`src/u8drs_pkg.sv`:
```
`timescale 1ns / 1ps
// ----------------------------------------------------------------------------
// u8drs_pkg
// shared types, constants and helper functions of the utf-8 rune search unit
// ----------------------------------------------------------------------------
package u8drs_pkg;

  localparam int CP_W          = 21;
  localparam int SIZE_W        = 3;
  localparam int INDEX_W_DEF   = 16;
  localparam int CFG_IDX_W     = 1;
  localparam int CFG_DATA_W    = 21;
  localparam int OUT_USER_W    = 2;

  // configuration register indexes
  localparam logic [CFG_IDX_W-1:0] CFG_TARGET = 1'b0;
  localparam logic [CFG_IDX_W-1:0] CFG_CASE   = 1'b1;

  localparam logic [7:0]      CONT_CLASS   = 8'h80;
  localparam logic [7:0]      LEAD2_BASE   = 8'hC0;
  localparam logic [7:0]      LEAD3_BASE   = 8'hE0;
  localparam logic [7:0]      LEAD4_BASE   = 8'hF0;
  localparam logic [7:0]      LEAD_END     = 8'hF8;
  localparam logic [7:0]      PAYLOAD_MASK = 8'h3F;
  localparam logic [7:0]      ASCII_MASK   = 8'h7F;
  localparam logic [CP_W-1:0] CHAR_UPPER_A = CP_W'(8'h41);
  localparam logic [CP_W-1:0] CHAR_UPPER_Z = CP_W'(8'h5A);
  localparam logic [CP_W-1:0] CHAR_LOWER_A = CP_W'(8'h61);

  typedef struct packed {
    logic [7:0] byte_in;
    logic       end_of_string;
  } item_t;

  typedef struct packed {
    logic [CP_W-1:0]   code_point;
    logic [SIZE_W-1:0] char_size;
    logic              is_match;
    logic              first_match_res;
    logic              bad_lead;
    logic              truncated;
    logic              last;
    logic              any_found;
  } res_t;

  // sequence length from the lead byte, 0 for a byte that cannot lead
  function automatic logic [SIZE_W-1:0] lead_size(input logic [7:0] b);
    logic [SIZE_W-1:0] s;
    if (b < CONT_CLASS)      s = 3'd1;
    else if (b < LEAD2_BASE) s = 3'd0;
    else if (b < LEAD3_BASE) s = 3'd2;
    else if (b < LEAD4_BASE) s = 3'd3;
    else if (b < LEAD_END)   s = 3'd4;
    else                     s = 3'd0;
    return s;
  endfunction

  // ascii-only lower casing
  function automatic logic [CP_W-1:0] fold_lower(input logic [CP_W-1:0] c);
    logic [CP_W-1:0] r;
    if (c >= CHAR_UPPER_A && c <= CHAR_UPPER_Z) r = c - CHAR_UPPER_A + CHAR_LOWER_A;
    else                                        r = c;
    return r;
  endfunction

endpackage

```
`src/u8drs_in_reg.sv`:
```
`timescale 1ns / 1ps
// ----------------------------------------------------------------------------
// u8drs_in_reg
// input register stage for incoming byte requests
// ----------------------------------------------------------------------------
module u8drs_in_reg (
  input  logic           clk,
  input  logic           rst,
  input  logic           s_tvalid,
  output logic           s_tready,
  input  u8drs_pkg::item_t s_item,
  output logic           item_valid,
  output u8drs_pkg::item_t item,
  input  logic           advance
);
  import u8drs_pkg::*;

  assign s_tready = !item_valid || advance;

  always_ff @(posedge clk) begin
    if (rst) begin
      item_valid <= 1'b0;
    end else if (s_tready) begin
      item_valid <= s_tvalid;
    end
  end

  always_ff @(posedge clk) begin
    if (s_tready && s_tvalid) begin
      item <= s_item;
    end
  end

endmodule

```
`src/u8drs_core.sv`:
```
`timescale 1ns / 1ps
// ----------------------------------------------------------------------------
// u8drs_core
// decode state, configuration registers and per-byte decode and compare
// ----------------------------------------------------------------------------
module u8drs_core #(
  parameter int INDEX_WIDTH = u8drs_pkg::INDEX_W_DEF
) (
  input  logic                              clk,
  input  logic                              rst,
  input  logic                              cfg_we,
  input  logic [u8drs_pkg::CFG_IDX_W-1:0]   cfg_index,
  input  logic [u8drs_pkg::CFG_DATA_W-1:0]  cfg_data,
  input  logic                              item_valid,
  input  u8drs_pkg::item_t                  item,
  input  logic                              out_ready,
  output logic                              advance,
  output logic                              res_valid,
  output u8drs_pkg::res_t                   res,
  output logic [INDEX_WIDTH-1:0]            res_index
);
  import u8drs_pkg::*;

  logic [CP_W-1:0]        target_code_point;
  logic                   case_sensitive;
  logic [1:0]             bytes_remaining, bytes_remaining_next;
  logic [SIZE_W-1:0]      sequence_size, sequence_size_next;
  logic [CP_W-1:0]        partial_value, partial_value_next;
  logic [INDEX_WIDTH-1:0] char_counter;
  logic                   found_flag;

  logic [SIZE_W-1:0] lsize;
  logic [CP_W-1:0]   cp;
  logic [SIZE_W-1:0] size;
  logic              done, bad, trunc, match;

  always_ff @(posedge clk) begin
    if (rst) begin
      target_code_point <= '0;
      case_sensitive    <= 1'b1;
    end else if (cfg_we) begin
      unique case (cfg_index)
        CFG_TARGET: target_code_point <= cfg_data[CP_W-1:0];
        CFG_CASE:   case_sensitive    <= cfg_data[0];
      endcase
    end
  end

  assign advance = item_valid && out_ready;
  assign lsize   = lead_size(item.byte_in);

  always_comb begin
    bytes_remaining_next = bytes_remaining;
    sequence_size_next   = sequence_size;
    partial_value_next   = partial_value;
    done  = 1'b0;
    bad   = 1'b0;
    trunc = 1'b0;
    cp    = '0;
    size  = '0;
    if (bytes_remaining != 2'd0) begin
      partial_value_next   = {partial_value[CP_W-7:0], item.byte_in[5:0] & PAYLOAD_MASK[5:0]};
      bytes_remaining_next = bytes_remaining - 2'd1;
      if (bytes_remaining == 2'd1) begin
        done = 1'b1;
        cp   = partial_value_next;
        size = sequence_size;
      end
    end else begin
      case (lsize)
        3'd0: begin
          done = 1'b1;
          bad  = 1'b1;
        end
        3'd1: begin
          done = 1'b1;
          cp   = CP_W'(item.byte_in & ASCII_MASK);
          size = 3'd1;
        end
        default: begin
          sequence_size_next   = lsize;
          bytes_remaining_next = 2'(lsize - 3'd1);
          partial_value_next   = CP_W'(item.byte_in & (ASCII_MASK >> lsize));
        end
      endcase
    end
    // string ends inside a sequence
    if (!done && item.end_of_string) begin
      done  = 1'b1;
      trunc = 1'b1;
      cp    = partial_value_next;
      size  = sequence_size_next;
    end
  end

  always_comb begin
    if (bad || trunc)        match = 1'b0;
    else if (case_sensitive) match = (cp == target_code_point);
    else                     match = (fold_lower(cp) == fold_lower(target_code_point));
  end

  assign res_valid           = done;
  assign res_index           = char_counter;
  assign res.code_point      = cp;
  assign res.char_size       = size;
  assign res.is_match        = match;
  assign res.first_match_res = match && !found_flag;
  assign res.bad_lead        = bad;
  assign res.truncated       = trunc;
  assign res.last            = item.end_of_string;
  assign res.any_found       = found_flag || match;

  always_ff @(posedge clk) begin
    if (rst) begin
      bytes_remaining <= '0;
      sequence_size   <= '0;
      partial_value   <= '0;
      char_counter    <= '0;
      found_flag      <= 1'b0;
    end else if (advance) begin
      if (item.end_of_string) begin
        bytes_remaining <= '0;
        sequence_size   <= '0;
        partial_value   <= '0;
        char_counter    <= '0;
        found_flag      <= 1'b0;
      end else begin
        bytes_remaining <= bytes_remaining_next;
        sequence_size   <= sequence_size_next;
        partial_value   <= partial_value_next;
        if (done) begin
          found_flag <= found_flag || match;
          // index saturates at all ones
          if (!(&char_counter)) char_counter <= char_counter + 1'b1;
        end
      end
    end
  end

`ifndef NO_ASSERTIONS
  a_bad_not_trunc: assert property (@(posedge clk) disable iff (rst)
    res_valid |-> !(res.bad_lead && res.truncated))
    else $error("bad lead and truncation reported together");

  a_first_is_match: assert property (@(posedge clk) disable iff (rst)
    res_valid && res.first_match_res |-> res.is_match && !found_flag)
    else $error("first match without a fresh match");

  a_eos_clears: assert property (@(posedge clk) disable iff (rst)
    advance && item.end_of_string |=> char_counter == '0 && !found_flag
      && bytes_remaining == 2'd0)
    else $error("string state not cleared after last byte");

  a_seq_len: assert property (@(posedge clk) disable iff (rst)
    bytes_remaining != 2'd0 |-> SIZE_W'(bytes_remaining) < sequence_size)
    else $error("remaining count exceeds sequence length");
`endif

endmodule

```
`src/u8drs_out_reg.sv`:
```
`timescale 1ns / 1ps
// ----------------------------------------------------------------------------
// u8drs_out_reg
// result register holding one decoded character until it is taken
// ----------------------------------------------------------------------------
module u8drs_out_reg #(
  parameter int INDEX_WIDTH = u8drs_pkg::INDEX_W_DEF
) (
  input  logic                   clk,
  input  logic                   rst,
  input  logic                   advance,
  input  logic                   res_valid,
  input  u8drs_pkg::res_t        res,
  input  logic [INDEX_WIDTH-1:0] res_index,
  output logic                   out_ready,
  output logic                   m_tvalid,
  input  logic                   m_tready,
  output u8drs_pkg::res_t        out_res,
  output logic [INDEX_WIDTH-1:0] out_index
);
  import u8drs_pkg::*;

  logic load;

  assign out_ready = !m_tvalid || m_tready;
  assign load      = advance && res_valid;

  always_ff @(posedge clk) begin
    if (rst) begin
      m_tvalid <= 1'b0;
    end else if (out_ready) begin
      m_tvalid <= load;
    end
  end

  always_ff @(posedge clk) begin
    if (out_ready && load) begin
      out_res   <= res;
      out_index <= res_index;
    end
  end

endmodule

```
`src/utf8_decode_rune_search_unit.sv`:
```
`timescale 1ns / 1ps
// ----------------------------------------------------------------------------
// utf8_decode_rune_search_unit
// utf-8 byte stream decoder with single code point search
// ----------------------------------------------------------------------------
// usage:
//   bytes of a utf-8 string enter on the s_ group, one request per byte,
//   with s_tlast on the final byte of the string. each completed character
//   (or invalid lead byte, or a string cut off inside a sequence) leaves one
//   request on the m_ group; the earlier bytes of a sequence give none. m_tlast marks the
//   final result of a string and then carries any_found.
//   target code point and case rule are written on cfg_we/cfg_index/cfg_data
//   while no string is in flight.
//   a byte passes the input register, the combinational decode and compare,
//   and the result register before it leaves on m_. throughput: one byte per
//   cycle while m_tready does not stall the result register.
//   a stall on m_tready holds the result register and backs up into the
//   input register, then s_tready drops; nothing is lost.
//   reset clears the decode state, the index and the found flag, and sets
//   the target to 0 with case-sensitive compare.
// ----------------------------------------------------------------------------
module utf8_decode_rune_search_unit #(
  parameter int INDEX_WIDTH = u8drs_pkg::INDEX_W_DEF,
  localparam int OUT_DATA_W =
    ((u8drs_pkg::CP_W + u8drs_pkg::SIZE_W + INDEX_WIDTH + 3 + 7) / 8) * 8
) (
  input  logic                               clk,
  input  logic                               rst,
  input  logic                               cfg_we,
  input  logic [u8drs_pkg::CFG_IDX_W-1:0]    cfg_index,
  input  logic [u8drs_pkg::CFG_DATA_W-1:0]   cfg_data,
  input  logic                               s_tvalid,
  output logic                               s_tready,
  input  logic [7:0]                         s_tdata,  // byte_in
  input  logic                               s_tlast,  // end_of_string
  output logic                               m_tvalid,
  input  logic                               m_tready,
  // code_point, char_size, char_index, is_match, first_match_res, any_found
  output logic [OUT_DATA_W-1:0]              m_tdata,
  output logic [u8drs_pkg::OUT_USER_W-1:0]   m_tuser,  // bad_lead, truncated
  output logic                               m_tlast   // last
);
  import u8drs_pkg::*;

  item_t                  s_item, item;
  logic                   item_valid, advance, out_ready, res_valid;
  res_t                   res, out_res;
  logic [INDEX_WIDTH-1:0] res_index, out_index;

  assign s_item.byte_in       = s_tdata;
  assign s_item.end_of_string = s_tlast;

  u8drs_in_reg u_in_reg (
    .clk        (clk),
    .rst        (rst),
    .s_tvalid   (s_tvalid),
    .s_tready   (s_tready),
    .s_item     (s_item),
    .item_valid (item_valid),
    .item       (item),
    .advance    (advance)
  );

  u8drs_core #(.INDEX_WIDTH(INDEX_WIDTH)) u_core (
    .clk        (clk),
    .rst        (rst),
    .cfg_we     (cfg_we),
    .cfg_index  (cfg_index),
    .cfg_data   (cfg_data),
    .item_valid (item_valid),
    .item       (item),
    .out_ready  (out_ready),
    .advance    (advance),
    .res_valid  (res_valid),
    .res        (res),
    .res_index  (res_index)
  );

  u8drs_out_reg #(.INDEX_WIDTH(INDEX_WIDTH)) u_out_reg (
    .clk       (clk),
    .rst       (rst),
    .advance   (advance),
    .res_valid (res_valid),
    .res       (res),
    .res_index (res_index),
    .out_ready (out_ready),
    .m_tvalid  (m_tvalid),
    .m_tready  (m_tready),
    .out_res   (out_res),
    .out_index (out_index)
  );

  assign m_tdata = OUT_DATA_W'({out_res.any_found, out_res.first_match_res, out_res.is_match,
                                out_index, out_res.char_size, out_res.code_point});
  assign m_tuser = {out_res.truncated, out_res.bad_lead};
  assign m_tlast = out_res.last;

endmodule

```
`config.mk`:
```
export PLATFORM = sky130hd
export DESIGN_NAME = utf8_decode_rune_search_unit
export DESIGN_NICKNAME = d
export VERILOG_FILES = /design/src/u8drs_pkg.sv /design/src/u8drs_in_reg.sv /design/src/u8drs_core.sv /design/src/u8drs_out_reg.sv /design/src/utf8_decode_rune_search_unit.sv
export SDC_FILE = /design/constraint.sdc
export NUM_CORES = 1
export LEC_CHECK = 0
export ABC_AREA = 1
export BUFFER_PORTS_ARGS = -buffer_cell sky130_fd_sc_hd__buf_2
export CORE_UTILIZATION = 30
export DETAILED_ROUTE_END_ITERATION = 16
export GPL_TIMING_DRIVEN = 0
export PLACE_DENSITY = 0.56
export SETUP_SLACK_MARGIN = 0.2
export SYNTH_ARGS = -nofsm -noshare
export SYNTH_HDL_FRONTEND = slang
export SYNTH_HIERARCHICAL = 1
export SYNTH_SLANG_ARGS = --single-unit
```
`constraint.sdc`:
```
create_clock -name clk -period 11.7 [get_ports clk]
set_input_delay 1.17 -clock clk [delete_from_list [all_inputs] [get_ports clk]]
set_output_delay 1.17 -clock clk [all_outputs]
set_load 0.01 [all_outputs]
```
==> impl_metrics.toml, run 1 <==
[critical_path]
crit_type = "reg2reg"
arrival_ns = 4.63
cp-start-kind = "register"
path_buf_inv = 5
crit_required_ns = 11.88
critPathTopFamily = "simple AND/OR/NAND/NOR gates"
r2r_cells = 26
path_max_fanout = 10
endpoint_kind = "register"
reg2reg_setup_slack_ns = 7.25
cp_slowest_stage_delay_ns = 0.42
reg2reg_from = "u_in_reg/item[6]"
slowest_stage = "o211ai_4"
crit-reg2reg-capture = "u_out_reg/out_res[5]"

[final_layout]
final_cell_mix = "nand2_1, buf_2, inv_1"
n_fill_cell = 2136
fin_util_pct = 37.7
synthToLayoutAreaGrowth_pct = 22.9
regArea_um2 = 2990
multi_input_area_um2 = 2800
nets = 923
drive_gt1_share_pct = 19.4
final_common_cell = "nand2_1"
antennaDiodeCount = 0

[clock_tree]
cts_max_path_buffers = 2
post-cts-setup-buffers = 0
clk_latency_ns = 0.42
cts_tree = "built"
cts_root_buf = "clkbuf_16"
cts_made_buffers = 17
clk_pin_slew_ns = 0.06
cts_sinks = 122
ctsResizeCount = 0
htreeDepth = 4
holdBufCountCts = 0

[routing]
wl_per_cell_um = 14.1
detail_route.vias_per_cell = 4.71
drtAntennaViolNets = 0
drc_errors = 0
vias = 5470
first_pass_iters = 5
wirelength_um = 16400
drtIter0Drc = 296

[yosys]
yosys_most_used_dff = "dfxtp_1"
synth_area_leader_cell = "edfxtp_1"
avgSynthCellArea_um2 = 8.10
async_flop_share_pct = 0
yosysSeqAreaShare_pct = 47.9
ys_ff_latch = 122
synth_cells = 772
synth_area_leaders = "edfxtp_1, dfxtp_1, nand2_1, a21oi_1, inv_1"
synth_area_um2 = 6250
synth_warnings = 6
synth_edf_count = 55
synth_cell_types = 50
synth_top_area_share_pct = 26.4

[grt]
grt_util_met1_pct = 21.2
use_met3_pct = 4.06
grt_pass1_wl_um = 26700
grt_max_degree = 31
antenna_found_initial = 0
overflow = 0
grt_use_total_pct = 16.0
globalRoute.busiestLayer = "met2"
grt_pass1_vias = 5204
grtUsageMet2_pct = 25.8

[floorplanning]
die_area_um2 = 21400
ios = 89
start_util_pct = 30.7
die_w_um = 146
coreArea_um2 = 20400
std_cell_rows = 52
die_h_um = 146

[sta]
fmaxAchievable_mhz = 225
tightest_slew_ns = 0.880
setup_viol = 0
skew_ns = 0.0113
finalCritPeriodShare_pct = 38.0
period_needed_ns = 4.45
drv_slew = 0
grt_setup_unrepaired = "false"
slew_headroom_pct = 41.4
tns_ns = 0
finalHoldViolCount = 0
whs_ns = 0.456
setup_ws_ns = 7.25

[place]
numPortBuffers = 83
dp_slack_ns = 7.30
place_congestion = 0.873
dp.final_hpwl_um = 12000

[outcome]
status = "complete, no violations"

[hold_path]
min_path_cells = 0
holdPathEnd = "u_out_reg/out_index[14]"
min-delay-start = "u_core/res_index[14]"
min_path_type = "reg2reg"

[power_and_ir_drop]
p_per_area_nw_per_um2 = 159
vdd_drop_max_uv = 94.6
p_leak_uw = 0.00329

[flow_run]
cap_violations = 0
==> state kept, by name (all words and copies together) (netlist names) <==
register	flops
u_core/res_index	16
u_core/sequence_size	3
u_core/found_flag	1
u_in_reg/item_valid	1
u_core/partial_value	21
u_out_reg/out_index	16
u_core/bytes_remaining	2
u_out_reg/m_tvalid	1
u_core/target_code_point	21
u_core/case_sensitive	1
u_out_reg/out_res	30
u_in_reg/item	9
==> layer usage <==
| layer | wire (um) | part of all wire (%) | vias up |
|---|---|---|---|
| met3 | 955 | 5.8 | 18 |
| met5 | 0 | 0 | - |
| met2 | 7620 | 46 | 172 |
| met1 | 7650 | 47 | 2468 |
| li1 | - | - | 2812 |
| met4 | 187 | 1.1 | 0 |
==> cell usage after synthesis (all sizes together), types with 3 or more instances <==
| cell type | instances |
|---|---|
| a211oi | 3 |
| a21oi | 62 |
| a31oi | 4 |
| buf | 19 |
| clkbuf | 14 |
| dfxtp | 67 |
| edfxtp | 55 |
| ha | 8 |
| inv | 78 |
| nand2 | 226 |
| nand3 | 26 |
| nand4 | 12 |
| nor2 | 71 |
| nor3 | 16 |
| nor4 | 8 |
| o2111ai | 17 |
| o211ai | 5 |
| o21ai | 40 |
| o22ai | 3 |
| xnor2 | 4 |
| xor2 | 18 |
==> kinds of logic (layout without fill, tap and decap cells) <==
group | Yosys count | count (layout) | share of synthesized area [%]
compound gates | 140 | 140 | 13.6
xor+xnor | 22 | 22 | 3.08
fa+ha+maj | 8 | 8 | 1.60
buf+inv | 112 | 228 | 7.82
flops | 122 | 122 | 47.9
other cells | 1 | 5 | 0.0600
simple gates | 367 | 367 | 26.0
==> metrics by stage <==
| step | instances | power [uW] | area (um2) |
|---|---|---|---|
| after floorplan | 776 | 610 | 6270 |
| after global placement | 1129 | 665 | 7020 |
| after detailed placement | 1130 | 666 | 7050 |
| after CTS | 1162 | 1230 | 7680 |
| after global routing | 1162 | 1270 | 7680 |
| final | 1162 | 1220 | 7680 |
==> layout make-up <==
| class | instances | area share, % |
|---|---|---|
| clock buffers | 18 | 5.86 |
| inverters | 79 | 3.86 |
| clock inverters | 14 | 2.36 |
| multi-input cells | 542 | 36.4 |
| plain buffers | 33 | 2.51 |
| repair buffers | 84 | 5.67 |
| flip-flops and latches | 122 | 38.9 |
| well taps | 270 | 4.40 |
==> worst max path at each step <==
| stage | end | slack (ns) | cells past startpoint | startpoint |
|---|---|---|---|---|
| finish | u_out_reg/out_res[5] | 7.25 | 26 | u_in_reg/item[6] |
| detailed placement | u_out_reg/out_res[5] | 7.30 | 26 | u_in_reg/item[6] |
| floorplan | u_out_reg/out_index[0] | 7.35 | 6 | m_tready |
| global placement | u_out_reg/out_res[14] | 5.79 | 7 | m_tready |
| global route | u_out_reg/out_res[5] | 6.79 | 26 | u_in_reg/item[6] |
| CTS | u_out_reg/out_res[5] | 7.25 | 26 | u_in_reg/item[6] |
==> power by group <==
part           leakage [uW]  switching (uW)  internal [uW]
sequential          0.00107            11.8            469
clock              0.000303             209            352
combinational       0.00192             119           58.1
total               0.00329             340            878
No activity file was read; power rests on OpenSTA's default activity.
==> inputs of run 2 (changes only) <==
ABC_AREA = 0   (was 1)
clock period = 4.7 ns   (was 11.7 ns; I/O delays follow)
==> run 2 against run 1 <==
Effect of this change:
- sequential share of layout area shrank 0.21 points
- die area is 4.5% lower
- register-to-register slack worse by 6.9 ns
- hold slack got worse by 0.23 ns
- synthesized cell count shrank 19%
- count of clock-buffer cells in the layout unchanged
- first-iteration DRC count up 5.1%
- core utilization grew 1.2 points
- critical path type unchanged
==> impl_metrics.toml, run 2 <==
[routing]
drc_errors = 0
detail_route.vias_per_cell = 4.97
wirelength_um = 16000
vias = 5093
drtIter0Drc = 311
wl_per_cell_um = 15.6
first_pass_iters = 5
drtAntennaViolNets = 0

[sta]
tns_ns = 0
setup_viol = 0
slew_headroom_pct = 29.5
tightest_slew_ns = 1.05
grt_setup_unrepaired = "false"
fmaxAchievable_mhz = 230
period_needed_ns = 4.35
drv_slew = 0
finalHoldViolCount = 0
whs_ns = 0.222
skew_ns = 0.00735
finalCritPeriodShare_pct = 92.5

[grt]
grt_pass1_wl_um = 25600
overflow = 0
grt_use_total_pct = 16.6
grt_pass1_vias = 4828
grt_max_degree = 32
antenna_found_initial = 0

[final_layout]
finalInstanceArea_um2 = 7570
n_fill_cell = 1964
largest-register = "u_out_reg/out_res"
final_common_cell = "buf_2"
synthToLayoutAreaGrowth_pct = 26.9
nets = 790
final_cells = 1024
top_regs = "u_out_reg/out_res: 30 flops, u_core/target_code_point: 21 flops, u_core/partial_value: 18 flops"
final_cell_mix = "buf_2, nand2_1, nor2_1"
antennaDiodeCount = 0
largest_register_ff_count = 30
drive_gt1_share_pct = 24.5

[clock_tree]
clk_pin_slew_ns = 0.06
cts_root_buf = "clkbuf_16"
cts_sinks = 119
cts_max_path_buffers = 2
cts_tree = "built"
cts_made_buffers = 17
clk_latency_ns = 0.42
htreeDepth = 4
holdBufCountCts = 0

[critical_path]
reg2reg_setup_slack_ns = 0.35
crit_type = "reg2reg"
r2r_cells = 23
reg2reg_from = "u_in_reg/item[5]"
crit-reg2reg-capture = "u_out_reg/out_res[5]"
endpoint_kind = "register"
arrival_ns = 4.53
path_max_fanout = 10
crit_required_ns = 4.88
cp-start-kind = "register"

[floorplanning]
die_w_um = 143
ios = 89
die_h_um = 143
start_util_pct = 30.7
die_area_um2 = 20500
std_cell_rows = 51
coreArea_um2 = 19500

[yosys]
async_flop_share_pct = 0
synth_area_leaders = "edfxtp_1, dfxtp_1, nand2_1, nor2_1, a21oi_1"
synth_warnings = 6
synth.most_common_cell = "nand2_1"
yosys_most_used_dff = "dfxtp_1"
avgSynthCellArea_um2 = 9.58
synth_cell_types = 82
synth_cells = 623
synth_top_area_share_pct = 27.7
synth_area_leader_cell = "edfxtp_1"
synth_commonest_cells = "nand2_1, nor2_1, dfxtp_1"
synth_edf_count = 55
yosysSeqAreaShare_pct = 49.2
ys_ff_latch = 119
synth_area_um2 = 5970

[power_and_ir_drop]
clockPowerShare_pct = 45.3
p_seq_share_pct = 41.2
combPwrFrac_pct = 13.5
p_leak_uw = 0.00279
p_per_area_nw_per_um2 = 373
p_int_uw = 2040
p_sw_uw = 783
switching_share_pct = 27.7
vdd_drop_max_uv = 295

[hold_path]
min_path_type = "in2reg"
min_path_cells = 1
min-delay-start = "s_tlast"
holdPathEnd = "u_in_reg/item[0]"

[place]
post-place-cells = 976
place_congestion = 0.869
placed_area_um2 = 6760
numPortBuffers = 83
dp.final_hpwl_um = 11500

[flow_run]
cap_violations = 0

[outcome]
status = "complete, no violations"
==> run 2: critical path, cell delays in order (launching register included) <==
cell and delay, ns:
edfxtp_1 0.40, nand2_2 0.07, and3_1 0.17, buf_4 0.15
nand2_1 0.06, and2_4 0.16, inv_2 0.05, ha_1 0.20
buf_6 0.14, nor4b_4 0.32, a211oi_4 0.09, inv_2 0.11
buf_8 0.17, nand2_1 0.10, o21ai_4 0.10, inv_1 0.11
ha_2 0.21, a311o_1 0.32, a222oi_1 0.48, a2111oi_2 0.14
a211oi_2 0.21, buf_4 0.16, nor2_1 0.05, buf_4 0.12
==> run 2: area by class of cell <==
cell class	instances	area [um2]	area share [%]
clock inverter	14	141	1.87
timing repair buffer	100	563	7.44
sequential	119	2930	38.7
inverter	18	67.6	0.892
multi-input combinational	449	2870	37.9
tap	265	332	4.38
clock buffer	18	439	5.80
buffer	41	228	3.01
==> run 2: what timing repair did <==
action                     CTS  global route
gates resized for setup     14            17
pin swaps                    6             8
setup endpoints to repair    4             4
buffers inserted            10             6
==> run 2: stage by stage <==
step | worst slack (ns) | power [uW] | utilization, %
finish | 0.353 | 2830 | 38.9
CTS | 0.219 | 2830 | 38.4
global placement | -0.764 | 1520 | 34.6
floorplan | 0.360 | 1410 | -
global route | 0.151 | 2960 | 38.9
detailed placement | -0.809 | 1530 | 34.7
==> run 2: cell families (layout without fill, tap and decap cells) <==
kind of cell,count (synthesis),in the layout,synth area share [%]
flip-flops,119,119,49.2
AO/OA/AOI/OAI,146,146,17.0
AND/OR/NAND/NOR,253,253,21.7
XOR/XNOR,28,28,4.11
other,1,5,0.0629
adder cells (fa/ha/maj),8,8,1.68
multiplexers,9,9,1.74
buffers and inverters,59,191,4.53
==> run 2: worst max path at each step <==
stage | from | to | slack [ns] | depth (start not counted)
after floorplan | u_in_reg/item[6] | u_out_reg/out_res[5] | 0.36 | 22
after CTS | u_in_reg/item[5] | u_out_reg/out_res[5] | 0.22 | 19
after detailed placement | u_in_reg/item[6] | u_out_reg/out_res[5] | -0.81 | 22
final | u_in_reg/item[5] | u_out_reg/out_res[5] | 0.35 | 23
after global placement | u_in_reg/item[6] | u_out_reg/out_res[5] | -0.76 | 22
after global routing | u_in_reg/item[5] | u_out_reg/out_res[5] | 0.15 | 23
==> run 2: layer usage <==
layer / routed length (um) / track usage (%)
met4: 266 / 6.90
met3: 907 / 3.45
met5: 0 / 0
met1: 7280 / 21.9
met2: 7560 / 26.2
==> run 2: power by group through the flow <==
stage               sequential [uW]  combinational, uW  clock, uW
finish                         1170                382       1280
CTS                            1170                362       1300
global placement               1190                334          0
floorplan                      1190                214          0
global route                   1170                422       1360
detailed placement             1190                340          0
==> inputs of run 3 (changes only) <==
CTS_CLUSTER_DIAMETER = 100   (was unset)
MAX_ROUTING_LAYER = met4   (was unset)
==> run 3 against run 2 <==
Effect of this change:
- critical path depth is the same
- wire length grew 0.86%
- hold slack lost 0.0033 ns
- die area is the same
- count of clock-buffer cells in the layout shrank 1
==> impl_metrics.toml, run 3 (synthesis gave the netlist of run 2 again) <==
[outcome]
status = "complete, no violations"

[final_layout]
final_cell_mix = "buf_2, nand2_1, nor2_1"
finalInstanceArea_um2 = 7530
antennaDiodeCount = 0
n_fill_cell = 1985
fin_util_pct = 38.7
top_regs = "u_out_reg/out_res: 30 flops, u_core/target_code_point: 21 flops, u_core/partial_value: 18 flops"
largest_register_ff_count = 30
drive_gt1_share_pct = 24.4
largest-register = "u_out_reg/out_res"
nets = 793
synthToLayoutAreaGrowth_pct = 26.3
multi_input_area_um2 = 2840
final_cells = 1027
final_common_cell = "buf_2"
regArea_um2 = 2930

[routing]
wirelength_um = 16200
drc_errors = 0
wl_per_cell_um = 15.7
drtIter0Drc = 278
detail_route.vias_per_cell = 4.92
first_pass_iters = 7
drtAntennaViolNets = 0
vias = 5054

[grt]
overflow = 0
grt_max_degree = 47
grt_use_total_pct = 16.9
antenna_found_initial = 0
grt_pass1_wl_um = 25200
grt_pass1_vias = 4611

[critical_path]
reg2reg_setup_slack_ns = 0.27
endpoint_kind = "register"
cp-start-kind = "register"
reg2reg_from = "u_in_reg/item[5]"
crit-reg2reg-capture = "u_out_reg/out_res[5]"
r2r_cells = 23
path_max_fanout = 10
crit_type = "reg2reg"
arrival_ns = 4.61
crit_required_ns = 4.88

[power_and_ir_drop]
p_per_area_nw_per_um2 = 369
vdd_drop_max_uv = 263
p_int_uw = 1980
switching_share_pct = 28.7
p_leak_uw = 0.00279
p_total_uw = 2780
p_seq_share_pct = 41.9
clockPowerShare_pct = 44.5
combPwrFrac_pct = 13.6
p_sw_uw = 799

[sta]
drv_slew = 0
skew_ns = 0.00888
slew_headroom_pct = 27.1
finalHoldViolCount = 0
grt_setup_unrepaired = "true"
tightest_slew_ns = 1.08
setup_ws_ns = 0.274
finalCritPeriodShare_pct = 94.2
fmaxAchievable_mhz = 226
period_needed_ns = 4.43
setup_viol = 0

[floorplanning]
die_area_um2 = 20500
std_cell_rows = 51
ios = 89
die_w_um = 143
start_util_pct = 30.7
die_h_um = 143
coreArea_um2 = 19500

[clock_tree]
clk_pin_slew_ns = 0.06
clk_latency_ns = 0.43
holdBufCountCts = 0
cts_root_buf = "clkbuf_16"
htreeDepth = 4
cts_made_buffers = 17
cts_sinks = 119
cts_max_path_buffers = 2
cts_tree = "built"

[flow_run]
cap_violations = 0

[place]
place_congestion = 0.878
numPortBuffers = 83
placed_area_um2 = 6730
post-place-cells = 975
dp_slack_ns = -0.756
dp.final_hpwl_um = 11300

[hold_path]
min_path_type = "in2reg"
holdPathEnd = "u_in_reg/item[3]"
min-delay-start = "s_tdata[2]"
min_path_cells = 1
==> run 3: worst max-delay path, cell delays in order, from the launching register on <==
cell and delay (ns):
edfxtp_1 0.39, nand2_2 0.07, and3_1 0.18, buf_4 0.15, nand2_1 0.07, and2_1 0.19, inv_2 0.07, ha_1 0.21
buf_6 0.14, nor4b_4 0.34, a211oi_4 0.09, inv_2 0.12, buf_8 0.17, nand2_1 0.07, o21ai_2 0.11, inv_1 0.12
ha_2 0.21, a311o_1 0.32, a222oi_1 0.49, a2111oi_2 0.15, a211oi_2 0.17, buf_4 0.17, nor2_1 0.05, buf_4 0.12
==> run 3: routing by layer <==
metal,track usage [%],vias to the layer above,share of wire (%)
li1,-,2516,-
met1,21.9,2346,46
met2,26.1,173,46
met3,3.89,19,6.3
met4,4.70,0,1.3
met5,-,-,0
==> run 3: timing repair <==
| action | in CTS | in global routing |
|---|---|---|
| gates cloned | 0 | 0 |
| gates resized for setup | 11 | 14 |
| buffers inserted | 9 | 10 |
| endpoints found under the setup margin | 50 | 4 |
| pin swaps | 4 | 7 |
==> run 3: power by group through the flow <==
stage	combinational, uW	sequential (uW)	clock (uW)
2_1_floorplan	214	1190	0
3_3_place_gp	333	1190	0
3_5_place_dp	334	1190	0
4_1_cts	352	1170	1270
5_1_grt	415	1170	1320
6_report	378	1160	1240
==> run 3: worst max-delay path by stage <==
stage	startpoint	endpoint	slack (ns)	depth (start not counted)
2_1_floorplan	u_in_reg/item[6]	u_out_reg/out_res[5]	0.36	22
3_3_place_gp	u_in_reg/item[6]	u_out_reg/out_res[5]	-0.70	22
3_5_place_dp	u_in_reg/item[6]	u_out_reg/out_res[5]	-0.76	22
4_1_cts	u_in_reg/item[5]	u_out_reg/out_res[5]	0.23	21
5_1_grt	u_in_reg/item[5]	u_out_reg/out_res[4]	0.13	23
6_report	u_in_reg/item[5]	u_out_reg/out_res[5]	0.27	23
==> run 3: area by class of cell <==
cell class / count / area share [%]
flip-flops and latches: 119 / 38.9
multi-input cells: 449 / 37.7
repair buffers: 103 / 7.67
clock buffers: 17 / 5.65
well taps: 265 / 4.40
plain buffers: 41 / 2.99
clock inverters: 15 / 1.74
inverters: 18 / 0.897
==> run 3: metrics by stage <==
step / TNS [ns] / hold WS [ns]
2_1_floorplan: 0 / 0.443
3_3_place_gp: -2.34 / 0.463
3_5_place_dp: -2.59 / 0.461
4_1_cts: 0 / 0.202
5_1_grt: 0 / 0.205
6_report: 0 / 0.219
